[src/rtl/sorted_priority_queue_top_macros.svh]
// Assertion macros shared by the sorted priority queue RTL.
// Each macro expects i_clk and i_rst_n in the scope of the module that uses it.
`ifndef SORTED_PRIORITY_QUEUE_TOP_MACROS_SVH
`define SORTED_PRIORITY_QUEUE_TOP_MACROS_SVH

// Same-cycle implication, checked outside reset
`define SPQ_ASSERT_NOW(label, ante, cons, msg) \
    label: assert property (@(posedge i_clk) disable iff (!i_rst_n) \
        (ante) |-> (cons)) else $error(msg);

// Next-cycle implication, checked outside reset
`define SPQ_ASSERT_NEXT(label, ante, cons, msg) \
    label: assert property (@(posedge i_clk) disable iff (!i_rst_n) \
        (ante) |=> (cons)) else $error(msg);

`endif

[src/rtl/spq_pkg.sv]
// Shared types, constants and index helpers of the sorted priority queue.
// No dependencies; used by spq_core and sorted_priority_queue_top.
package spq_pkg;

    // Queue geometry
    localparam int DEPTH  = 16;
    localparam int IDX_W  = (DEPTH > 1) ? $clog2(DEPTH) : 1;
    localparam int CNT_W  = $clog2(DEPTH + 1);
    localparam int RANK_W = 16;
    localparam int TAG_W  = 32;
    localparam int FILL_W = 5;

    // Operation codes
    localparam logic KIND_INSERT  = 1'b0;
    localparam logic KIND_EXTRACT = 1'b1;

    // Result status codes
    typedef enum logic [1:0] {
        ST_DONE  = 2'd0,
        ST_EMPTY = 2'd1,
        ST_FULL  = 2'd2
    } t_spq_status;

    typedef struct packed {
        logic                     kind;
        logic signed [RANK_W-1:0] rank_in;
        logic        [TAG_W-1:0]  tag_in;
    } t_spq_in;

    typedef struct packed {
        t_spq_status              status;
        logic signed [RANK_W-1:0] rank_out;
        logic        [TAG_W-1:0]  tag_out;
        logic        [FILL_W-1:0] fill_level;
    } t_spq_out;

    // One stored queue entry
    typedef struct packed {
        logic signed [RANK_W-1:0] rank;
        logic        [TAG_W-1:0]  tag;
    } t_spq_entry;

    // Finished result offered by the core to the output register
    typedef struct packed {
        logic     valid;
        t_spq_out beat;
    } t_spq_res;

    // Circular index step backward
    function automatic logic [IDX_W-1:0] idx_prev(input logic [IDX_W-1:0] idx);
        logic [IDX_W-1:0] res;
        if (idx == '0) begin
            res = IDX_W'(DEPTH - 1);
        end else begin
            res = idx - 1'b1;
        end
        return res;
    endfunction

    // Circular index step forward
    function automatic logic [IDX_W-1:0] idx_next(input logic [IDX_W-1:0] idx);
        logic [IDX_W-1:0] res;
        if (idx == IDX_W'(DEPTH - 1)) begin
            res = '0;
        end else begin
            res = idx + 1'b1;
        end
        return res;
    endfunction

endpackage

[src/rtl/sorted_priority_queue_top.sv]
// Top level of the sorted priority queue: valid/stall channels, output register.
// Depends on spq_pkg and spq_core.
//
// Usage:
// - Input channel: i_in_valid / o_in_stall carry one operation beat (insert with
//   rank and tag, or extract). A beat is taken when valid is high and stall low.
// - Output channel: o_out_valid / i_out_stall return exactly one result beat per
//   operation, in order: status, extracted rank and tag, and the fill level.
// - One operation is in flight at a time. A rejected insert, an empty extract or
//   an insert into an empty queue goes from the start state straight to its
//   result; an extract passes a pop state, any other insert a shift state that
//   moves each stored entry of larger rank up one slot, one entry per step as
//   the entry memory has a single write port; the next beat is taken the cycle
//   after the result is loaded into the output register.
// - A finished result sits in the output register while the next operation runs;
//   if the receiver keeps stalling, the following result waits inside the core.
// - Reset (synchronous, active low) empties the queue at once; no clearing pass.
module sorted_priority_queue_top import spq_pkg::*; (
    input  logic     i_clk,
    input  logic     i_rst_n,
    input  logic     i_in_valid,
    output logic     o_in_stall,
    input  t_spq_in  i_in_data,
    output logic     o_out_valid,
    input  logic     i_out_stall,
    output t_spq_out o_out_data
);

    logic     w_busy;
    logic     w_take;
    t_spq_res w_res;
    logic     r_out_valid;
    t_spq_out r_out_data;

    spq_core u_core (
        .i_clk      (i_clk),
        .i_rst_n    (i_rst_n),
        .i_start    (i_in_valid && !w_busy),
        .i_item     (i_in_data),
        .o_busy     (w_busy),
        .o_res      (w_res),
        .i_res_take (w_take)
    );

    assign o_in_stall = w_busy;

    // Load the output register when it is empty or being drained
    assign w_take = w_res.valid && (!r_out_valid || !i_out_stall);

    always_ff @(posedge i_clk) begin
        if (w_take) begin
            r_out_data <= w_res.beat;
        end
        if (!i_rst_n) begin
            r_out_valid <= 1'b0;
        end else if (w_take) begin
            r_out_valid <= 1'b1;
        end else if (!i_out_stall) begin
            r_out_valid <= 1'b0;
        end
    end

    assign o_out_valid = r_out_valid;
    assign o_out_data  = r_out_data;

endmodule

[src/rtl/spq_ram.sv]
// Generic single-write, single-read synchronous RAM with registered read data.
// No dependencies.
module spq_ram #(
    parameter int WIDTH = 48,
    parameter int DEPTH = 16,
    localparam int AW   = (DEPTH > 1) ? $clog2(DEPTH) : 1
) (
    input  logic             i_clk,
    input  logic             i_we,
    input  logic [AW-1:0]    i_waddr,
    input  logic [WIDTH-1:0] i_wdata,
    input  logic [AW-1:0]    i_raddr,
    output logic [WIDTH-1:0] o_rdata
);

    logic [WIDTH-1:0] r_mem [DEPTH];
    logic [WIDTH-1:0] r_rdata;

    // Write port and registered read port
    always_ff @(posedge i_clk) begin
        if (i_we) begin
            r_mem[i_waddr] <= i_wdata;
        end
        r_rdata <= r_mem[i_raddr];
    end

    assign o_rdata = r_rdata;

endmodule

[src/rtl/spq_core.sv]
// Sequencer of the sorted priority queue: entries live in a circular buffer in
// spq_ram, kept in ascending rank order. Depends on spq_pkg, spq_ram, macros.
`include "sorted_priority_queue_top_macros.svh"

module spq_core import spq_pkg::*; (
    input  logic     i_clk,
    input  logic     i_rst_n,
    input  logic     i_start,
    input  t_spq_in  i_item,
    output logic     o_busy,
    output t_spq_res o_res,
    input  logic     i_res_take
);

    typedef enum logic [2:0] {
        S_IDLE,
        S_START,
        S_POP,
        S_SHIFT,
        S_PLACE,
        S_DONE
    } t_state;

    t_state                   r_state, n_state;
    t_spq_in                  r_item, n_item;
    logic        [IDX_W-1:0]  r_head, n_head;
    logic        [CNT_W-1:0]  r_count, n_count;
    logic        [IDX_W-1:0]  r_ptr, n_ptr;
    logic        [CNT_W-1:0]  r_left, n_left;
    t_spq_status              r_status, n_status;
    logic signed [RANK_W-1:0] r_rank, n_rank;
    logic        [TAG_W-1:0]  r_tag, n_tag;

    logic                     ram_we;
    logic        [IDX_W-1:0]  ram_waddr;
    t_spq_entry               ram_wdata;
    logic        [IDX_W-1:0]  ram_raddr;
    t_spq_entry               ram_rdata;

    logic        [CNT_W:0]    w_sum;
    logic        [IDX_W-1:0]  w_tail;
    t_spq_entry               w_new;

    spq_ram #(
        .WIDTH ($bits(t_spq_entry)),
        .DEPTH (DEPTH)
    ) u_ram (
        .i_clk   (i_clk),
        .i_we    (ram_we),
        .i_waddr (ram_waddr),
        .i_wdata (ram_wdata),
        .i_raddr (ram_raddr),
        .o_rdata (ram_rdata)
    );

    // Slot just past the last stored entry
    assign w_sum  = {1'b0, r_count} + (CNT_W + 1)'(r_head);
    assign w_tail = (w_sum >= (CNT_W + 1)'(DEPTH)) ? IDX_W'(w_sum - (CNT_W + 1)'(DEPTH))
                                                   : IDX_W'(w_sum);

    assign w_new.rank = r_item.rank_in;
    assign w_new.tag  = r_item.tag_in;

    // Next-state logic and memory control
    always_comb begin
        n_state   = r_state;
        n_item    = r_item;
        n_head    = r_head;
        n_count   = r_count;
        n_ptr     = r_ptr;
        n_left    = r_left;
        n_status  = r_status;
        n_rank    = r_rank;
        n_tag     = r_tag;
        ram_we    = 1'b0;
        ram_waddr = r_ptr;
        ram_wdata = w_new;
        ram_raddr = r_head;

        unique case (r_state)
            S_IDLE: begin
                if (i_start) begin
                    n_item  = i_item;
                    n_state = S_START;
                end
            end
            S_START: begin
                n_status = ST_DONE;
                n_rank   = '0;
                n_tag    = '0;
                if (r_item.kind == KIND_EXTRACT) begin
                    if (r_count == '0) begin
                        n_status = ST_EMPTY;
                        n_state  = S_DONE;
                    end else begin
                        ram_raddr = r_head;
                        n_state   = S_POP;
                    end
                end else begin
                    if (r_count == CNT_W'(DEPTH)) begin
                        n_status = ST_FULL;
                        n_state  = S_DONE;
                    end else if (r_count == '0) begin
                        // empty queue: drop the entry straight into the tail slot
                        ram_we    = 1'b1;
                        ram_waddr = w_tail;
                        n_count   = r_count + 1'b1;
                        n_state   = S_DONE;
                    end else begin
                        // open the hole at the tail and fetch its lower neighbor
                        n_ptr     = w_tail;
                        n_left    = r_count;
                        ram_raddr = idx_prev(w_tail);
                        n_state   = S_SHIFT;
                    end
                end
            end
            S_POP: begin
                n_rank  = ram_rdata.rank;
                n_tag   = ram_rdata.tag;
                n_head  = idx_next(r_head);
                n_count = r_count - 1'b1;
                n_state = S_DONE;
            end
            S_SHIFT: begin
                if (ram_rdata.rank > r_item.rank_in) begin
                    // move the larger entry up into the hole, prefetch the next one
                    ram_we    = 1'b1;
                    ram_waddr = r_ptr;
                    ram_wdata = ram_rdata;
                    n_ptr     = idx_prev(r_ptr);
                    n_left    = r_left - 1'b1;
                    if (r_left == CNT_W'(1)) begin
                        n_state = S_PLACE;
                    end else begin
                        ram_raddr = idx_prev(idx_prev(r_ptr));
                    end
                end else begin
                    // equal or smaller rank stays below: place the new entry here
                    ram_we    = 1'b1;
                    ram_waddr = r_ptr;
                    n_count   = r_count + 1'b1;
                    n_state   = S_DONE;
                end
            end
            S_PLACE: begin
                ram_we    = 1'b1;
                ram_waddr = r_ptr;
                n_count   = r_count + 1'b1;
                n_state   = S_DONE;
            end
            S_DONE: begin
                if (i_res_take) begin
                    n_state = S_IDLE;
                end
            end
            default: begin
                n_state = S_IDLE;
            end
        endcase
    end

    // State and registered outputs
    always_ff @(posedge i_clk) begin
        r_item   <= n_item;
        r_ptr    <= n_ptr;
        r_left   <= n_left;
        r_status <= n_status;
        r_rank   <= n_rank;
        r_tag    <= n_tag;
        if (!i_rst_n) begin
            r_state <= S_IDLE;
            r_head  <= '0;
            r_count <= '0;
        end else begin
            r_state <= n_state;
            r_head  <= n_head;
            r_count <= n_count;
        end
    end

    assign o_busy                = (r_state != S_IDLE);
    assign o_res.valid           = (r_state == S_DONE);
    assign o_res.beat.status     = r_status;
    assign o_res.beat.rank_out   = r_rank;
    assign o_res.beat.tag_out    = r_tag;
    assign o_res.beat.fill_level = FILL_W'(r_count);

    `SPQ_ASSERT_NOW(a_count_bound, 1'b1, r_count <= CNT_W'(DEPTH), "occupancy above depth")
    `SPQ_ASSERT_NOW(a_shift_left, r_state == S_SHIFT, r_left != '0, "shift with no entry left")
    `SPQ_ASSERT_NEXT(a_pop_count, r_state == S_POP,
        r_count == CNT_W'($past(r_count) - 1'b1), "pop did not drop occupancy")
    `SPQ_ASSERT_NEXT(a_full_hold,
        r_state == S_START && r_item.kind == KIND_INSERT && r_count == CNT_W'(DEPTH),
        $stable(r_count) && r_status == ST_FULL, "rejected insert changed queue")

endmodule
[config.mk]
export PLATFORM = sky130hd
export DESIGN_NAME = sorted_priority_queue_top
export DESIGN_NICKNAME = d
export VERILOG_FILES = /design/src/rtl/spq_pkg.sv /design/src/rtl/sorted_priority_queue_top.sv /design/src/rtl/spq_ram.sv /design/src/rtl/spq_core.sv
export VERILOG_INCLUDE_DIRS = /design/src /design/src/rtl
export SDC_FILE = /design/constraint.sdc
export NUM_CORES = 1
export LEC_CHECK = 0
export BUFFER_PORTS_ARGS = -buffer_cell sky130_fd_sc_hd__buf_2
export CAP_MARGIN = 40
export CORE_ASPECT_RATIO = 0.9
export CORE_UTILIZATION = 50
export DETAILED_ROUTE_END_ITERATION = 16
export PLACE_DENSITY = 0.67
export SYNTH_ARGS = -nofsm -noshare
export SYNTH_HDL_FRONTEND = slang
export SYNTH_HIERARCHICAL = 1
export SYNTH_SLANG_ARGS = --single-unit
[constraint.sdc]
create_clock -name i_clk -period 8.7 [get_ports i_clk]
set_clock_uncertainty 0.1 [all_clocks]
set_input_delay 0.435 -clock i_clk [delete_from_list [all_inputs] [get_ports i_clk]]
set_output_delay 0.435 -clock i_clk [all_outputs]
set_load 0.01 [all_outputs]
==> impl_results.md <==
- Synth area leader: edfxtp_1
- Post-Synthesis Net Count: 1870
- DR WL/cell: 27.0 um
- Die ar.: 76000 um^2
- # port buffers: 109
- Hold_buf cts: 52
- Post-layout min period: 4.79 ns
- Largest family of logic cells by synthesized area: multiplexers
- Vias in the first global route: 18513
- CP bufs+invs: 4
- Leakage power figure: 14.0 nW
- Peak VDD IR: 0.183 mV
- Hold Fails Final Rpt: 0
- Router iterations before antenna repair: 5
- Final period util: 0.551
- Critical Setup Path Class: reg -> reg
- Htree depth: 3
- WP data required: 9.13 ns
- Postcts setup bufs: 0
- CP max stage cell: buf_4
- Startpoint types: flop
- Synth Cell Area: 37500 um^2
- Detail Route Antenna Nets: 0
- Via-per-instance ratio: 5.95
- Xor/xnor share of the synthesized area: 0.00304
- Fin. max-slew vios: 0
- Via count: 18151
- Fmax achieved: 209 MHz
- Max-cap check violation count: 0
- Initial antenna violation count: 2
- Height of the die: 262 um
- First-pass GRT wire length: 122000 um
- Cells after synthesis: 1785
- Initial core utilization: 0.509
- Adder-cell share of the synthesized area: 0.0111
- Maximum buffer depth of the clock tree: 3
- Fin nets: 2090
- Fillers: 5242
- Total GRT Usage: 0.220
- Largest net degree at the start of global routing: 127
- CP max FO: 126
- Setup Viol. Count Final: 0
- Crit path capture type: flop
- Initial detailed-routing violation count: 1684
- IO Pins: 110
- Total number of yosys warnings: 6
- CTS tree: done
- Worst hold path type: in -> reg
- Core area: 73600 um^2
- Outcome: complete, no violations
- Post-synthesis mux area share: 0.132
- WL final: 82200 um
- Compound-Gate Fraction of Synth Area: 0.0323
- EDFF count, synth: 931
- CTS Root Cell: clkbuf_16
- Die width: 291 um
- P&R area growth vs syn: 15.5%
- Post-CTS resize count: 0
- TritonCTS Buffers: 96
- Simple-gate share of the synthesized area: 0.0288
- Power Density: 300 nW/um^2
- Layout cells sized above 1: 0.273
- Critical path cell sequence: inv_1, ha_1, nand4_1, a2111oi_1, o41a_2, nand2_1, mux2i_1, o221ai_4, buf_12, buf_4, buf_12, mux4_2, a22oi_1, nand2_1
- Max transition margin: 0.379
- Number of synthesized register bits: 992
- Clk_lat worst skew: 0.65 ns
- Top cell type's share of synthesized area: 0.746
- Clk slew on worst S/H paths: 0.06 ns
- GRT overflow: 0
- Largest stage delay, worst path: 0.56 ns
- Cell family with most CP delay: buffers and inverters
- Synth cell types: 56
- Worst slew pin tran: 0.930 ns
- Cell Rows: 94
- Crit path DAT: 5.22 ns
- RSZ-0062 raised after global routing: false
- Synth top area cells: edfxtp_1 (75%), mux4_2 (12%), dfxtp_1 (3.3%)
- GP Congestion: 0.806
- CTS sink count: 992
- Syn Area/Cell: 21.0 um^2
- Ys flop type: edfxtp_1
- Setup TNS Final: 0 ns
- DRC: 0
- Asr flop ratio synth: 0
- Final Util: 0.588
- Seq/Total Area, Yosys: 0.779
- HPWL after DPL: 43300 um
## synth_stat cells (10+ instances only)
cell type / instances
clkbuf_1: 39
dfxtp_1: 61
and2_1: 49
nor3_1: 11
ha_1: 30
nor2_1: 41
buf_1: 16
mux4_2: 192
nand2_1: 75
xnor2_1: 10
inv_1: 30
a22oi_1: 96
buf_4: 18
mux2_2: 39
a21oi_1: 27
o21ai_0: 16
edfxtp_1: 931
## per-stage QoR
step | power [W] | hold slack [ns] | setup slack, ns | cells | cell area (um^2)
after detailed placement | 0.00891 | 0.305 | 3.92 | 2815 | 39600
after global routing | 0.0135 | 0.240 | 3.63 | 3049 | 43300
after floorplan | 0.00807 | 0.300 | 2.63 | 1785 | 37500
after global placement | 0.00878 | 0.302 | 3.58 | 2799 | 39200
final | 0.0130 | 0.235 | 3.91 | 3050 | 43300
after CTS | 0.0131 | 0.188 | 3.84 | 3049 | 43300
## kinds of logic (layout without fill, tap and decap cells)
logic type,count (synthesis),in the layout
mux,244,244
xor+xnor,13,13
simple gates,216,216
other cells,0,1
fa+ha+maj,32,32
buf+inv,115,419
compound gates,173,173
flops,992,992
## worst register-to-register path: cells and delay by family, from the launching register on
kind                     cells  cell delay [ns]
AO/OA/AOI/OAI                4             1.23
adder cells (fa/ha/maj)      1             0.32
buffers and inverters        4             1.55
flip-flops                   1             0.37
multiplexers                 2             0.56
AND/OR/NAND/NOR              3             0.54
## per-layer routing
metal	up-vias	track usage	routed length, um
li1	7772	-	-
met1	9538	0.316	34500
met2	721	0.363	40400
met3	120	0.0315	5630
met4	0	0.0536	1620
met5	-	0	0
## cell type report
type | instances | area, um^2 | share of cell area
Inverter | 31 | 116 | 0.00269
Multi-Input combinational cell | 678 | 7950 | 0.184
Sequential cell | 992 | 29200 | 0.675
Clock buffer | 135 | 2630 | 0.0608
Timing Repair Buffer | 206 | 1640 | 0.0379
Tap cell | 960 | 1200 | 0.0278
Clock inverter | 47 | 538 | 0.0124
Antenna cell | 1 | 2.50 | 0.0000578
## cell usage in the layout, fill, tap and decap left out, types with 12 or more instances in the layout
master | synthesis | layout
a22oi_1 | 96 | 96
clkinv_1 | 1 | 12
inv_1 | 30 | 29
clkbuf_1 | 39 | 33
nor2_1 | 41 | 27
nand2_1 | 75 | 74
clkinv_2 | 0 | 16
mux4_2 | 192 | 192
buf_2 | 9 | 112
dlygate4sd3_1 | 0 | 52
and2_1 | 49 | 48
edfxtp_1 | 931 | 931
a21oi_1 | 27 | 27
buf_4 | 18 | 26
clkbuf_16 | 0 | 98
ha_1 | 30 | 30
nor2_4 | 0 | 14
o21ai_0 | 16 | 16
mux2_2 | 39 | 39
dfxtp_1 | 61 | 61
## where the power goes
part,switching [W],leakage [nW],internal (W)
registers,0.000246,8.95,0.00619
clock network,0.00175,1.54,0.00242
logic,0.00145,3.52,0.000917
## state kept, by name (all words and copies together), names as in the netlist
register,count
u_core/r_count,5
u_core/u_ram/o_rdata,48
u_core/r_head,4
u_core/r_left,5
u_core/r_tag,32
u_core/u_ram/r_mem,768
u_core/r_state,3
o_out_valid,1
u_core/r_item,49
u_core/r_status,2
o_out_data,55
u_core/r_rank,16
u_core/r_ptr,4
## worst paths after layout
check                                      start                               end  slack (ns)  cells past startpoint
setup / recovery     u_core/r_item[43]$_DFFE_PP_  u_core/u_ram/o_rdata[37]$_DFF_P_        3.91                     14
setup reg to reg     u_core/r_item[43]$_DFFE_PP_  u_core/u_ram/o_rdata[37]$_DFF_P_        3.91                     14
hold reg to reg   u_core/r_tag[22]$_SDFFCE_PN0P_          o_out_data[27]$_DFFE_PP_        0.31                      0
hold / removal                        i_in_valid    u_core/r_state[0]$_SDFFE_PN0P_        0.24                      4
No activity file was read; power rests on OpenSTA's default activity.
